**src/sv/pcm_downmix_linear_resampler_defines.svh**
```systemverilog
// Assertion macros shared by the resampler RTL.
`ifndef PCM_DOWNMIX_LINEAR_RESAMPLER_DEFINES_SVH
`define PCM_DOWNMIX_LINEAR_RESAMPLER_DEFINES_SVH

// Condition that must hold at every clock edge out of reset.
`define PDLR_ASSERT_ALWAYS(label, cond, msg) \
  label: assert property (@(posedge clk) disable iff (rst) (cond)) else $error(msg);

// Consequent that must hold in the cycle after the antecedent.
`define PDLR_ASSERT_NEXT(label, ante, cons, msg) \
  label: assert property (@(posedge clk) disable iff (rst) (ante) |=> (cons)) else $error(msg);

`endif

```
**src/sv/pdlr_pkg.sv**
```systemverilog
// Shared widths, constants and channel codes for the resampler.
`timescale 1ns / 1ps
package pdlr_pkg;

  localparam int SAMPLE_W = 16;
  localparam int CH_W     = 2;
  localparam int RATE_W   = 16;
  localparam int FRAC_W   = 16;
  localparam int IDX_W    = 14;
  localparam int NCNT_W   = 4;

  // idx * rate product and the Q16 position dividend
  localparam int PROD_W   = IDX_W + RATE_W;
  localparam int DIV_W    = PROD_W + FRAC_W;
  localparam int STEP_W   = $clog2(DIV_W);

  // shared multiplier operands: signed diff (17b), index or count by unsigned frac/rate (16b)
  localparam int MUL_A_W  = SAMPLE_W + 2;
  localparam int MUL_B_W  = RATE_W + 1;
  localparam int MUL_P_W  = MUL_A_W + MUL_B_W;

  localparam int MAX_FRAME_SAMPLES_DEF = 2304;
  localparam logic [RATE_W-1:0] SINK_RATE_RESET = 16'd16000;
  localparam logic [IDX_W-1:0]  OUT_INDEX_LIMIT = 14'd16383;
  localparam logic [NCNT_W-1:0] RES_CAP = 4'd8;

  localparam logic signed [SAMPLE_W-1:0] SAT_MAX = 16'sd32767;
  localparam logic signed [SAMPLE_W-1:0] SAT_MIN = -16'sd32768;

  localparam logic [CH_W-1:0] CH_NONE   = 2'd0;
  localparam logic [CH_W-1:0] CH_STEREO = 2'd2;

endpackage

```
**src/sv/pdlr_ifs.sv**
```systemverilog
// Valid/ready channel interfaces: input samples, results, configuration writes.
`timescale 1ns / 1ps

interface pdlr_smp_if import pdlr_pkg::*; ();
  logic                       valid;
  logic                       ready;
  logic signed [SAMPLE_W-1:0] sample;
  logic [CH_W-1:0]            channels;
  logic [RATE_W-1:0]          in_rate;
  logic                       frame_end;

  modport source (output valid, sample, channels, in_rate, frame_end, input ready);
  modport sink   (input valid, sample, channels, in_rate, frame_end, output ready);
endinterface

interface pdlr_res_if import pdlr_pkg::*; ();
  logic                       valid;
  logic                       ready;
  logic signed [SAMPLE_W-1:0] out_sample;
  logic                       run_last;

  modport source (output valid, out_sample, run_last, input ready);
  modport sink   (input valid, out_sample, run_last, output ready);
endinterface

interface pdlr_cfg_if import pdlr_pkg::*; ();
  logic              valid;
  logic              ready;
  logic [RATE_W-1:0] data;

  modport source (output valid, data, input ready);
  modport sink   (input valid, data, output ready);
endinterface

```
**src/sv/pcm_downmix_linear_resampler.sv**
```systemverilog
// Mono downmix and linear-interpolation rate converter, one sample per request.
// Per request: accept, then per interpolated output a multiply, a 46-step restoring
//   divide for the Q16 position, a blend multiply and an emit; a frame end adds the
//   padding-target divide and then the padding outputs, one by one.
// A new request is taken only in idle, once the last one is done; the divider
//   makes 1 bit/cycle. Reset (rst, sync, active high): sink_rate = 16000,
//   frame state cleared.
`timescale 1ns / 1ps
`include "pcm_downmix_linear_resampler_defines.svh"

module pcm_downmix_linear_resampler import pdlr_pkg::*; #(
  parameter int MAX_FRAME_SAMPLES = MAX_FRAME_SAMPLES_DEF
) (
  input  logic       clk,
  input  logic       rst,
  pdlr_smp_if.sink   smp,
  pdlr_res_if.source res,
  pdlr_cfg_if.sink   cfg
);

  localparam int CNT_W = $clog2(MAX_FRAME_SAMPLES + 1);

  typedef enum logic [3:0] {
    ST_IDLE, ST_POS_MUL, ST_POS_LD, ST_POS_DIV, ST_POS_CHK, ST_EMIT_I,
    ST_COMMIT, ST_TGT_MUL, ST_TGT_LD, ST_TGT_DIV, ST_PAD, ST_CLEAR, ST_FINISH
  } state_t;

  state_t state;

  // config and frame state
  logic [RATE_W-1:0]          sink_rate;
  logic signed [SAMPLE_W-1:0] held_left;
  logic                       pair_phase;
  logic signed [SAMPLE_W-1:0] prev_mono;
  logic [CNT_W-1:0]           mono_count;
  logic [IDX_W-1:0]           next_out_index;

  // per-request registers
  logic signed [SAMPLE_W-1:0] m_q;
  logic                       have_q;
  logic [RATE_W-1:0]          rate_q;
  logic                       fe_q;
  logic [NCNT_W-1:0]          res_cnt;

  // shared multiplier and divider
  logic signed [MUL_P_W-1:0]  prod;
  logic [DIV_W-1:0]           dq;
  logic [RATE_W-1:0]          rem;
  logic [RATE_W-1:0]          den;
  logic [STEP_W-1:0]          step;

  // result staging: pending result and output register
  logic signed [SAMPLE_W-1:0] pend;
  logic                       pend_valid;
  logic                       res_valid;
  logic signed [SAMPLE_W-1:0] res_sample;
  logic                       res_last;

  assign smp.ready      = (state == ST_IDLE);
  assign cfg.ready      = 1'b1;
  assign res.valid      = res_valid;
  assign res.out_sample = res_sample;
  assign res.run_last   = res_last;

  logic smp_acc;
  assign smp_acc = smp.valid && smp.ready;

  // ---- accept-time downmix ----
  logic                       audio_ok;
  logic signed [SAMPLE_W:0]   pair_sum;
  logic signed [SAMPLE_W:0]   pair_adj;
  logic signed [SAMPLE_W-1:0] mono_dbl;
  logic signed [SAMPLE_W-1:0] m_new;
  logic                       have_new;

  assign audio_ok = (smp.channels != CH_NONE) && (smp.in_rate != '0) && (sink_rate != '0);
  assign pair_sum = {held_left[SAMPLE_W-1], held_left} + {smp.sample[SAMPLE_W-1], smp.sample};
  // truncate toward zero: bump negative sums before the shift
  assign pair_adj = pair_sum + {{SAMPLE_W{1'b0}}, pair_sum[SAMPLE_W]};

  always_comb begin
    if (smp.sample[SAMPLE_W-1:SAMPLE_W-2] == 2'b01) begin
      mono_dbl = SAT_MAX;
    end else if (smp.sample[SAMPLE_W-1:SAMPLE_W-2] == 2'b10) begin
      mono_dbl = SAT_MIN;
    end else begin
      mono_dbl = {smp.sample[SAMPLE_W-2:0], 1'b0};
    end
  end

  always_comb begin
    if (smp.channels == CH_STEREO) begin
      m_new    = pair_adj[SAMPLE_W:1];
      have_new = audio_ok && pair_phase;
    end else begin
      m_new    = mono_dbl;
      have_new = audio_ok;
    end
  end

  logic mono_room;
  logic [CNT_W-1:0] mono_next;
  assign mono_room = mono_count < CNT_W'(MAX_FRAME_SAMPLES);
  assign mono_next = mono_count + 1'b1;

  // ---- shared multiplier ----
  logic signed [SAMPLE_W:0]  diff;
  logic signed [MUL_A_W-1:0] mul_a;
  logic signed [MUL_B_W-1:0] mul_b;
  logic                      mul_en;

  assign diff = {m_q[SAMPLE_W-1], m_q} - {prev_mono[SAMPLE_W-1], prev_mono};

  always_comb begin
    mul_en = 1'b0;
    mul_a  = '0;
    mul_b  = '0;
    unique case (state)
      ST_POS_MUL: begin
        mul_en = 1'b1;
        mul_a  = $signed({{(MUL_A_W-IDX_W){1'b0}}, next_out_index});
        mul_b  = $signed({1'b0, rate_q});
      end
      ST_POS_CHK: begin
        mul_en = 1'b1;
        mul_a  = {diff[SAMPLE_W], diff};
        mul_b  = $signed({1'b0, dq[FRAC_W-1:0]});
      end
      ST_TGT_MUL: begin
        mul_en = 1'b1;
        mul_a  = $signed({{(MUL_A_W-CNT_W){1'b0}}, mono_count});
        mul_b  = $signed({1'b0, sink_rate});
      end
      default: begin
        mul_en = 1'b0;
      end
    endcase
  end

  // ---- divider step ----
  logic [RATE_W:0] div_t;
  logic            div_ge;
  logic [RATE_W:0] div_sub;
  assign div_t   = {rem, dq[DIV_W-1]};
  assign div_ge  = div_t >= {1'b0, den};
  assign div_sub = div_t - {1'b0, den};

  // ---- position check and blend ----
  logic [PROD_W:0] src_p2;
  logic            pos_past;
  assign src_p2   = {1'b0, dq[DIV_W-1:FRAC_W]} + (PROD_W+1)'(2);
  assign pos_past = src_p2 > (PROD_W+1)'(mono_next);

  logic signed [MUL_P_W-1:0]   blend_sum;
  logic signed [MUL_P_W-FRAC_W-1:0] blend_sh;
  logic signed [SAMPLE_W-1:0]  blend_val;
  assign blend_sum = $signed({{(MUL_P_W-SAMPLE_W-FRAC_W){prev_mono[SAMPLE_W-1]}},
                              prev_mono, {FRAC_W{1'b0}}}) + prod;
  assign blend_sh  = blend_sum[MUL_P_W-1:FRAC_W];

  always_comb begin
    if (blend_sh > (MUL_P_W-FRAC_W)'(SAT_MAX)) begin
      blend_val = SAT_MAX;
    end else if (blend_sh < (MUL_P_W-FRAC_W)'(SAT_MIN)) begin
      blend_val = SAT_MIN;
    end else begin
      blend_val = blend_sh[SAMPLE_W-1:0];
    end
  end

  // ---- loop conditions ----
  logic slot_free;
  logic can_put;
  logic room;
  logic pad_due;
  logic res_load;
  assign slot_free = !res_valid || res.ready;
  assign can_put   = !pend_valid || slot_free;
  assign room      = (res_cnt != RES_CAP) && (next_out_index != OUT_INDEX_LIMIT);
  // target is max(1, quotient)
  assign pad_due   = ({{(DIV_W-IDX_W){1'b0}}, next_out_index} < dq) ||
                     ((dq == '0) && (next_out_index == '0));
  // pending result moves into the output register
  assign res_load  = pend_valid && slot_free &&
                     ((state == ST_EMIT_I) || (state == ST_FINISH) ||
                      (state == ST_PAD && room && pad_due));

  logic [CNT_W-1:0] count_after;
  assign count_after = (have_q && mono_room) ? mono_next : mono_count;

  logic frame_idle;
  assign frame_idle = (mono_count == '0) && !pair_phase && (next_out_index == '0);

  always_ff @(posedge clk) begin
    if (rst) begin
      state          <= ST_IDLE;
      sink_rate      <= SINK_RATE_RESET;
      held_left      <= '0;
      pair_phase     <= 1'b0;
      prev_mono      <= '0;
      mono_count     <= '0;
      next_out_index <= '0;
      res_cnt        <= '0;
      pend_valid     <= 1'b0;
      res_valid      <= 1'b0;
    end else begin
      if (res_load) begin
        res_valid <= 1'b1;
      end else if (res.ready) begin
        res_valid <= 1'b0;
      end
      if (cfg.valid && cfg.ready) begin
        sink_rate <= cfg.data;
      end
      if (mul_en) begin
        prod <= mul_a * mul_b;
      end

      unique case (state)
        ST_IDLE: begin
          if (smp_acc) begin
            m_q     <= m_new;
            have_q  <= have_new;
            rate_q  <= smp.in_rate;
            fe_q    <= smp.frame_end;
            res_cnt <= '0;
            if (audio_ok) begin
              if (smp.channels == CH_STEREO && !pair_phase) begin
                held_left  <= smp.sample;
                pair_phase <= 1'b1;
              end else begin
                pair_phase <= 1'b0;
              end
            end
            if (have_new && mono_room && mono_count != '0) begin
              state <= ST_POS_MUL;
            end else begin
              state <= ST_COMMIT;
            end
          end
        end
        ST_POS_MUL: begin
          state <= room ? ST_POS_LD : ST_COMMIT;
        end
        ST_POS_LD: begin
          dq    <= {prod[PROD_W-1:0], {FRAC_W{1'b0}}};
          rem   <= '0;
          den   <= sink_rate;
          step  <= '0;
          state <= ST_POS_DIV;
        end
        ST_POS_DIV, ST_TGT_DIV: begin
          rem  <= div_ge ? div_sub[RATE_W-1:0] : div_t[RATE_W-1:0];
          dq   <= {dq[DIV_W-2:0], div_ge};
          step <= step + 1'b1;
          if (step == STEP_W'(DIV_W - 1)) begin
            state <= (state == ST_POS_DIV) ? ST_POS_CHK : ST_PAD;
          end
        end
        ST_POS_CHK: begin
          state <= pos_past ? ST_COMMIT : ST_EMIT_I;
        end
        ST_EMIT_I: begin
          if (can_put) begin
            if (pend_valid) begin
              res_sample <= pend;
              res_last   <= 1'b0;
            end
            pend           <= blend_val;
            pend_valid     <= 1'b1;
            res_cnt        <= res_cnt + 1'b1;
            next_out_index <= next_out_index + 1'b1;
            state          <= ST_POS_MUL;
          end
        end
        ST_COMMIT: begin
          if (have_q && mono_room) begin
            prev_mono  <= m_q;
            mono_count <= mono_next;
          end
          if (!fe_q) begin
            state <= ST_FINISH;
          end else if (count_after != '0 && rate_q != '0 && sink_rate != '0) begin
            state <= ST_TGT_MUL;
          end else begin
            state <= ST_CLEAR;
          end
        end
        ST_TGT_MUL: begin
          state <= ST_TGT_LD;
        end
        ST_TGT_LD: begin
          dq    <= {{(DIV_W-PROD_W){1'b0}}, prod[PROD_W-1:0]};
          rem   <= '0;
          den   <= rate_q;
          step  <= '0;
          state <= ST_TGT_DIV;
        end
        ST_PAD: begin
          if (!(room && pad_due)) begin
            state <= ST_CLEAR;
          end else if (can_put) begin
            if (pend_valid) begin
              res_sample <= pend;
              res_last   <= 1'b0;
            end
            pend           <= prev_mono;
            pend_valid     <= 1'b1;
            res_cnt        <= res_cnt + 1'b1;
            next_out_index <= next_out_index + 1'b1;
          end
        end
        ST_CLEAR: begin
          held_left      <= '0;
          pair_phase     <= 1'b0;
          prev_mono      <= '0;
          mono_count     <= '0;
          next_out_index <= '0;
          state          <= ST_FINISH;
        end
        ST_FINISH: begin
          if (!pend_valid) begin
            state <= ST_IDLE;
          end else if (slot_free) begin
            res_sample <= pend;
            res_last   <= 1'b1;
            pend_valid <= 1'b0;
            state      <= ST_IDLE;
          end
        end
        default: begin
          state <= ST_IDLE;
        end
      endcase
    end
  end

  // ---- checks ----
  `PDLR_ASSERT_ALWAYS(a_idle_no_pend, !smp.ready || !pend_valid, "open with result pending")
  `PDLR_ASSERT_ALWAYS(a_res_cap, res_cnt <= RES_CAP, "result count over cap")
  `PDLR_ASSERT_NEXT(a_frame_clear, state == ST_CLEAR, frame_idle, "frame state not cleared")

endmodule
```
**src/flat_wrapper.sv**
```systemverilog
// flat-port wrapper written by rule: the top's interface ports become plain ports
module pcm_downmix_linear_resampler_flat import pdlr_pkg::*;
#(
  parameter int MAX_FRAME_SAMPLES = MAX_FRAME_SAMPLES_DEF
)
  (clk, rst, smp_valid, smp_sample, smp_channels, smp_in_rate, smp_frame_end, smp_ready, res_valid, res_out_sample, res_run_last, res_ready, cfg_valid, cfg_data, cfg_ready);
  pdlr_smp_if smp_i ();
  pdlr_res_if res_i ();
  pdlr_cfg_if cfg_i ();
  input  logic clk;
  input  logic rst;
  input wire logic [$bits(smp_i.valid)-1:0] smp_valid;
  input wire logic [$bits(smp_i.sample)-1:0] smp_sample;
  input wire logic [$bits(smp_i.channels)-1:0] smp_channels;
  input wire logic [$bits(smp_i.in_rate)-1:0] smp_in_rate;
  input wire logic [$bits(smp_i.frame_end)-1:0] smp_frame_end;
  output wire logic [$bits(smp_i.ready)-1:0] smp_ready;
  output wire logic [$bits(res_i.valid)-1:0] res_valid;
  output wire logic [$bits(res_i.out_sample)-1:0] res_out_sample;
  output wire logic [$bits(res_i.run_last)-1:0] res_run_last;
  input wire logic [$bits(res_i.ready)-1:0] res_ready;
  input wire logic [$bits(cfg_i.valid)-1:0] cfg_valid;
  input wire logic [$bits(cfg_i.data)-1:0] cfg_data;
  output wire logic [$bits(cfg_i.ready)-1:0] cfg_ready;
  assign smp_i.valid = smp_valid;
  assign smp_i.sample = smp_sample;
  assign smp_i.channels = smp_channels;
  assign smp_i.in_rate = smp_in_rate;
  assign smp_i.frame_end = smp_frame_end;
  assign smp_ready = smp_i.ready;
  assign res_valid = res_i.valid;
  assign res_out_sample = res_i.out_sample;
  assign res_run_last = res_i.run_last;
  assign res_i.ready = res_ready;
  assign cfg_i.valid = cfg_valid;
  assign cfg_i.data = cfg_data;
  assign cfg_ready = cfg_i.ready;
  pcm_downmix_linear_resampler #(.MAX_FRAME_SAMPLES(MAX_FRAME_SAMPLES)) u_core (.clk(clk), .rst(rst), .smp(smp_i), .res(res_i), .cfg(cfg_i));
endmodule
```
**config.mk**
```make
export PLATFORM = sky130hd
export DESIGN_NAME = pcm_downmix_linear_resampler_flat
export DESIGN_NICKNAME = d
export VERILOG_FILES = /design/src/sv/pdlr_pkg.sv /design/src/sv/pdlr_ifs.sv /design/src/sv/pcm_downmix_linear_resampler.sv /design/src/flat_wrapper.sv
export VERILOG_INCLUDE_DIRS = /design/src /design/src/sv
export SDC_FILE = /design/constraint.sdc
export NUM_CORES = 1
export LEC_CHECK = 0
export BUFFER_PORTS_ARGS = -buffer_cell sky130_fd_sc_hd__clkbuf_2
export CORE_ASPECT_RATIO = 0.6
export CORE_MARGIN = 2
export CORE_UTILIZATION = 50
export CTS_BUF_LIST = sky130_fd_sc_hd__clkbuf_16
export DETAILED_ROUTE_END_ITERATION = 8
export PLACE_DENSITY = 0.77
export RECOVER_POWER = 100
export SETUP_SLACK_MARGIN = 0.4
export SYNTH_ARGS = -nofsm -noshare
export SYNTH_HDL_FRONTEND = slang
export SYNTH_SLANG_ARGS = --single-unit
export TNS_END_PERCENT = 5
```
**constraint.sdc**
```tcl
create_clock -name clk -period 11 [get_ports clk]
set_input_delay 2.2 -clock clk [delete_from_list [all_inputs] [get_ports clk]]
set_output_delay 2.2 -clock clk [all_outputs]
set_load 0.01 [all_outputs]
```
==> results.sh <==
export IMPL_ys_warn_count=0
export IMPL_clk_latency_ns=0.57
export IMPL_setup_tns_ns=0
export IMPL_grt_use_total_pct=29.04
export IMPL_regArea_um2=7287
export IMPL_drt_iter0_markers=3063
export IMPL_worst_slew_pin_slew_ns=3.300
export IMPL_ys_top_cells_by_area="fa_1 21%, edfxtp_1 21%, ha_1 8.7%, dfxtp_1 6.3%, inv_1 6.0%"
export IMPL_startpoint_type="flip-flop"
export IMPL_clkTransAtPathRegs_ns=0.07
export IMPL_synth_top_area_share_pct=21.15
export IMPL_viasPerCell=5.944
export IMPL_status="finished, violations left"
export IMPL_synth_top_area_cell="fa_1"
export IMPL_p_leak_uw=0.01260
export IMPL_fin_skew_ns=0.01205
export IMPL_multi_input_area_um2=17830
export IMPL_slowest_delay_ns=0.89
export IMPL_dr_pass1_iters=7
export IMPL_fillers=4830
export IMPL_synth_flop_cell="edfxtp_1"
export IMPL_synth_most_common_cell="inv_1"
export IMPL_io_buffers=74
export IMPL_cp_data_required_time_ns=11.32
export IMPL_cts_root_buf="clkbuf_16"
export IMPL_cts_hold_fix_buffers=0
export IMPL_grt_max_degree=65
export IMPL_grt_antenna_before_repair=4
export IMPL_cts_tree="built"
export IMPL_wl_per_cell_um=21.34
export IMPL_grt_pass1_wl_um=126000
export IMPL_placed_cells=3722
export IMPL_max_clock_freq_mhz=106.1
export IMPL_report_final_slew_viol_count=369
export IMPL_overflow=0
export IMPL_cts_max_path_buffers=3
export IMPL_synth_enable_flop_cells=186
export IMPL_cts_made_buffers=28
export IMPL_vdd_ir_drop_max_uv=118.1
export IMPL_die_x_um=304.9
export IMPL_synth_top_cells_by_count="433 x inv_1, 400 x nand2_1, 293 x nor2_1"
export IMPL_syn_area_per_cell_um2=9.032
export IMPL_async_flop_share_pct=0
export IMPL_wl_um=80590
export IMPL_crit_fanout=8
export IMPL_netlist_instances=3007
export IMPL_grt_pass1_vias=21730
export IMPL_fin_crit_sh_pct=85.66
export IMPL_place_ws_ns=2.022
export IMPL_core_area_um2=53920
export IMPL_ctsResizeCount=0
export IMPL_hold_viol_final=0
export IMPL_crit_path_top_delay_cell="a22oi_1"
export IMPL_dieArea_um2=56260
export IMPL_syn_to_final_growth_pct=7.224
export IMPL_route_detailed_drc=0
export IMPL_via_count=22450
export IMPL_final_cells=3776
export IMPL_hold_path_class="reg -> reg"
export IMPL_postCtsSetupBuffers=0
export IMPL_globalplace_congestion=1.014
export IMPL_place_area_um2=28340
export IMPL_cts_sinks=271
export IMPL_drive_gt1_share_pct=4.118
export IMPL_ys_ff_latch=271
export IMPL_rows=66
export IMPL_max_cap_violations=10
export IMPL_endpoint_kind="flip-flop"
export IMPL_ys_seq_area_share_pct=26.83
export IMPL_period_minus_slack_ns=9.423
export IMPL_crit_top_cell="fa_1"
export IMPL_synth_cell_type_count=88
export IMPL_layout_nets=3570
export IMPL_rsz0062_at_grt="false"
export IMPL_crit_buf_inv=5
export IMPL_crit_type="reg -> reg"
export IMPL_die_h_um=184.5
export IMPL_setup_slack_ns=1.577
export IMPL_final_cell_area_um2=29120
export IMPL_violations="capacitance limit, slew limit"
export IMPL_cts_htree_levels=1
export IMPL_setup_violations=0
export IMPL_drtAntennaViolNets=0
export IMPL_synth_area_um2=27160
export IMPL_start_util_pct=50.37
export IMPL_synthesis_nets=3539
export IMPL_p_per_area_nw_per_um2=170.1
export IMPL_io_pins=76
export IMPL_place_hpwl_um=63380
export IMPL_max_slew_margin_rel_pct=-120.8
export IMPL_cp_arrival_ns=9.75
export IMPL_crit_family="adder cells"
export IMPL_r2r_slack_ns=1.58
[layer usage]
metal	track usage (%)	vias up	wire length, um
li1	-	10180	-
met1	42.00	10790	34890
met2	38.91	1293	30620
met3	13.28	178	12670
met4	6.990	6	2249
met5	0	-	159
[final cells by class]
cell class / instances / share of cell area [%]
Multi-Input combinational cell: 2193 / 61.24
Sequential cell: 271 / 25.02
Inverter: 434 / 5.594
Tap cell: 714 / 3.068
Clock buffer: 29 / 2.492
Timing Repair Buffer: 110 / 1.878
Clock inverter: 23 / 0.6874
Antenna cell: 2 / 0.01719
[path summary, 6_finish.rpt]
path	startpoint	end	depth (start not counted)
worst max-delay path	u_core.prev_mono[1]	u_core.prod[33]	31
worst min-delay path	u_core.pend[8]	u_core.res.out_sample[8]	0
worst max register to register	u_core.prev_mono[1]	u_core.prod[33]	31
worst min register to register	u_core.pend[8]	u_core.res.out_sample[8]	0
[stage by stage]
stage / total power [uW] / util [%] / hold slack (ns)
after floorplan: 3154 / - / 0.4003
after global placement: 3837 / 52.55 / 0.4035
after detailed placement: 3884 / 52.55 / 0.4054
after CTS: 4885 / 54.27 / 0.4196
after global routing: 5251 / 54.00 / 0.4270
final: 4953 / 54.00 / 0.4209
[kinds of logic (layout without fill, tap and decap cells)]
family / count (synthesis) / in the layout / synth area share [%]
flip-flops: 271 / 271 / 26.83
AO/OA/AOI/OAI: 514 / 514 / 12.60
XOR/XNOR: 132 / 132 / 4.257
AND/OR/NAND/NOR: 1029 / 1029 / 17.36
adder cells (fa/ha/maj): 490 / 490 / 30.38
other: 1 / 3 / 0.01381
buffers and inverters: 543 / 596 / 7.560
multiplexers: 27 / 27 / 1.004
[worst register-to-register path, delay by kind of cell, from the launching register on]
family,cells,cell delay [ns]
adder cells (fa/ha/maj),8,3.76
AO/OA/AOI/OAI,10,3.42
AND/OR/NAND/NOR,6,1.01
flip-flops,1,0.41
buffers and inverters,5,0.35
XOR/XNOR,2,0.22
[cells in the final DEF, fill, tap and decap left out, drive strengths merged, types with 10 or more instances in the layout]
cell,netlist,final
inv,434,438
nand2,400,400
nor2,293,293
fa,287,287
ha,189,189
edfxtp,186,186
a21oi,127,127
clkbuf,91,115
o21ai,106,106
dfxtp,85,85
xnor2,84,84
nand3,55,55
xor2,48,48
nor3,41,41
nand2b,39,39
nor4,36,36
a22oi,33,33
nor2b,28,28
o21a,28,28
nand4,27,27
mux2i,25,25
and2,25,25
a21o,24,24
buf,18,24
a31oi,22,22
a211oi,21,21
o211ai,19,19
a22o,19,19
and3,17,17
o31ai,15,15
maj3,14,14
a311oi,13,13
or4,13,13
o221ai,13,13
and4,11,11
clkinv,0,11
or2,11,11
a221oi,10,10
nand3b,10,10
[flip-flops by register name, summed over array words and instances (netlist names), 16 cells and up]
signal,flops
u_core.den,16
u_core.held_left,16
u_core.res.out_sample,16
u_core.dq,46
u_core.prev_mono,16
u_core.pend,16
u_core.prod,35
u_core.sink_rate,16
u_core.rate_q,16
u_core.m_q,16
u_core.rem,16
[where the power goes]
group	switching [uW]	leakage, uW	internal [uW]
Clock	439	0.000446	550
Sequential	249	0.00241	1380
Combinational	1520	0.00975	808
Total	2210	0.0126	2740
Note: power is estimated with default switching activity, not from simulation.
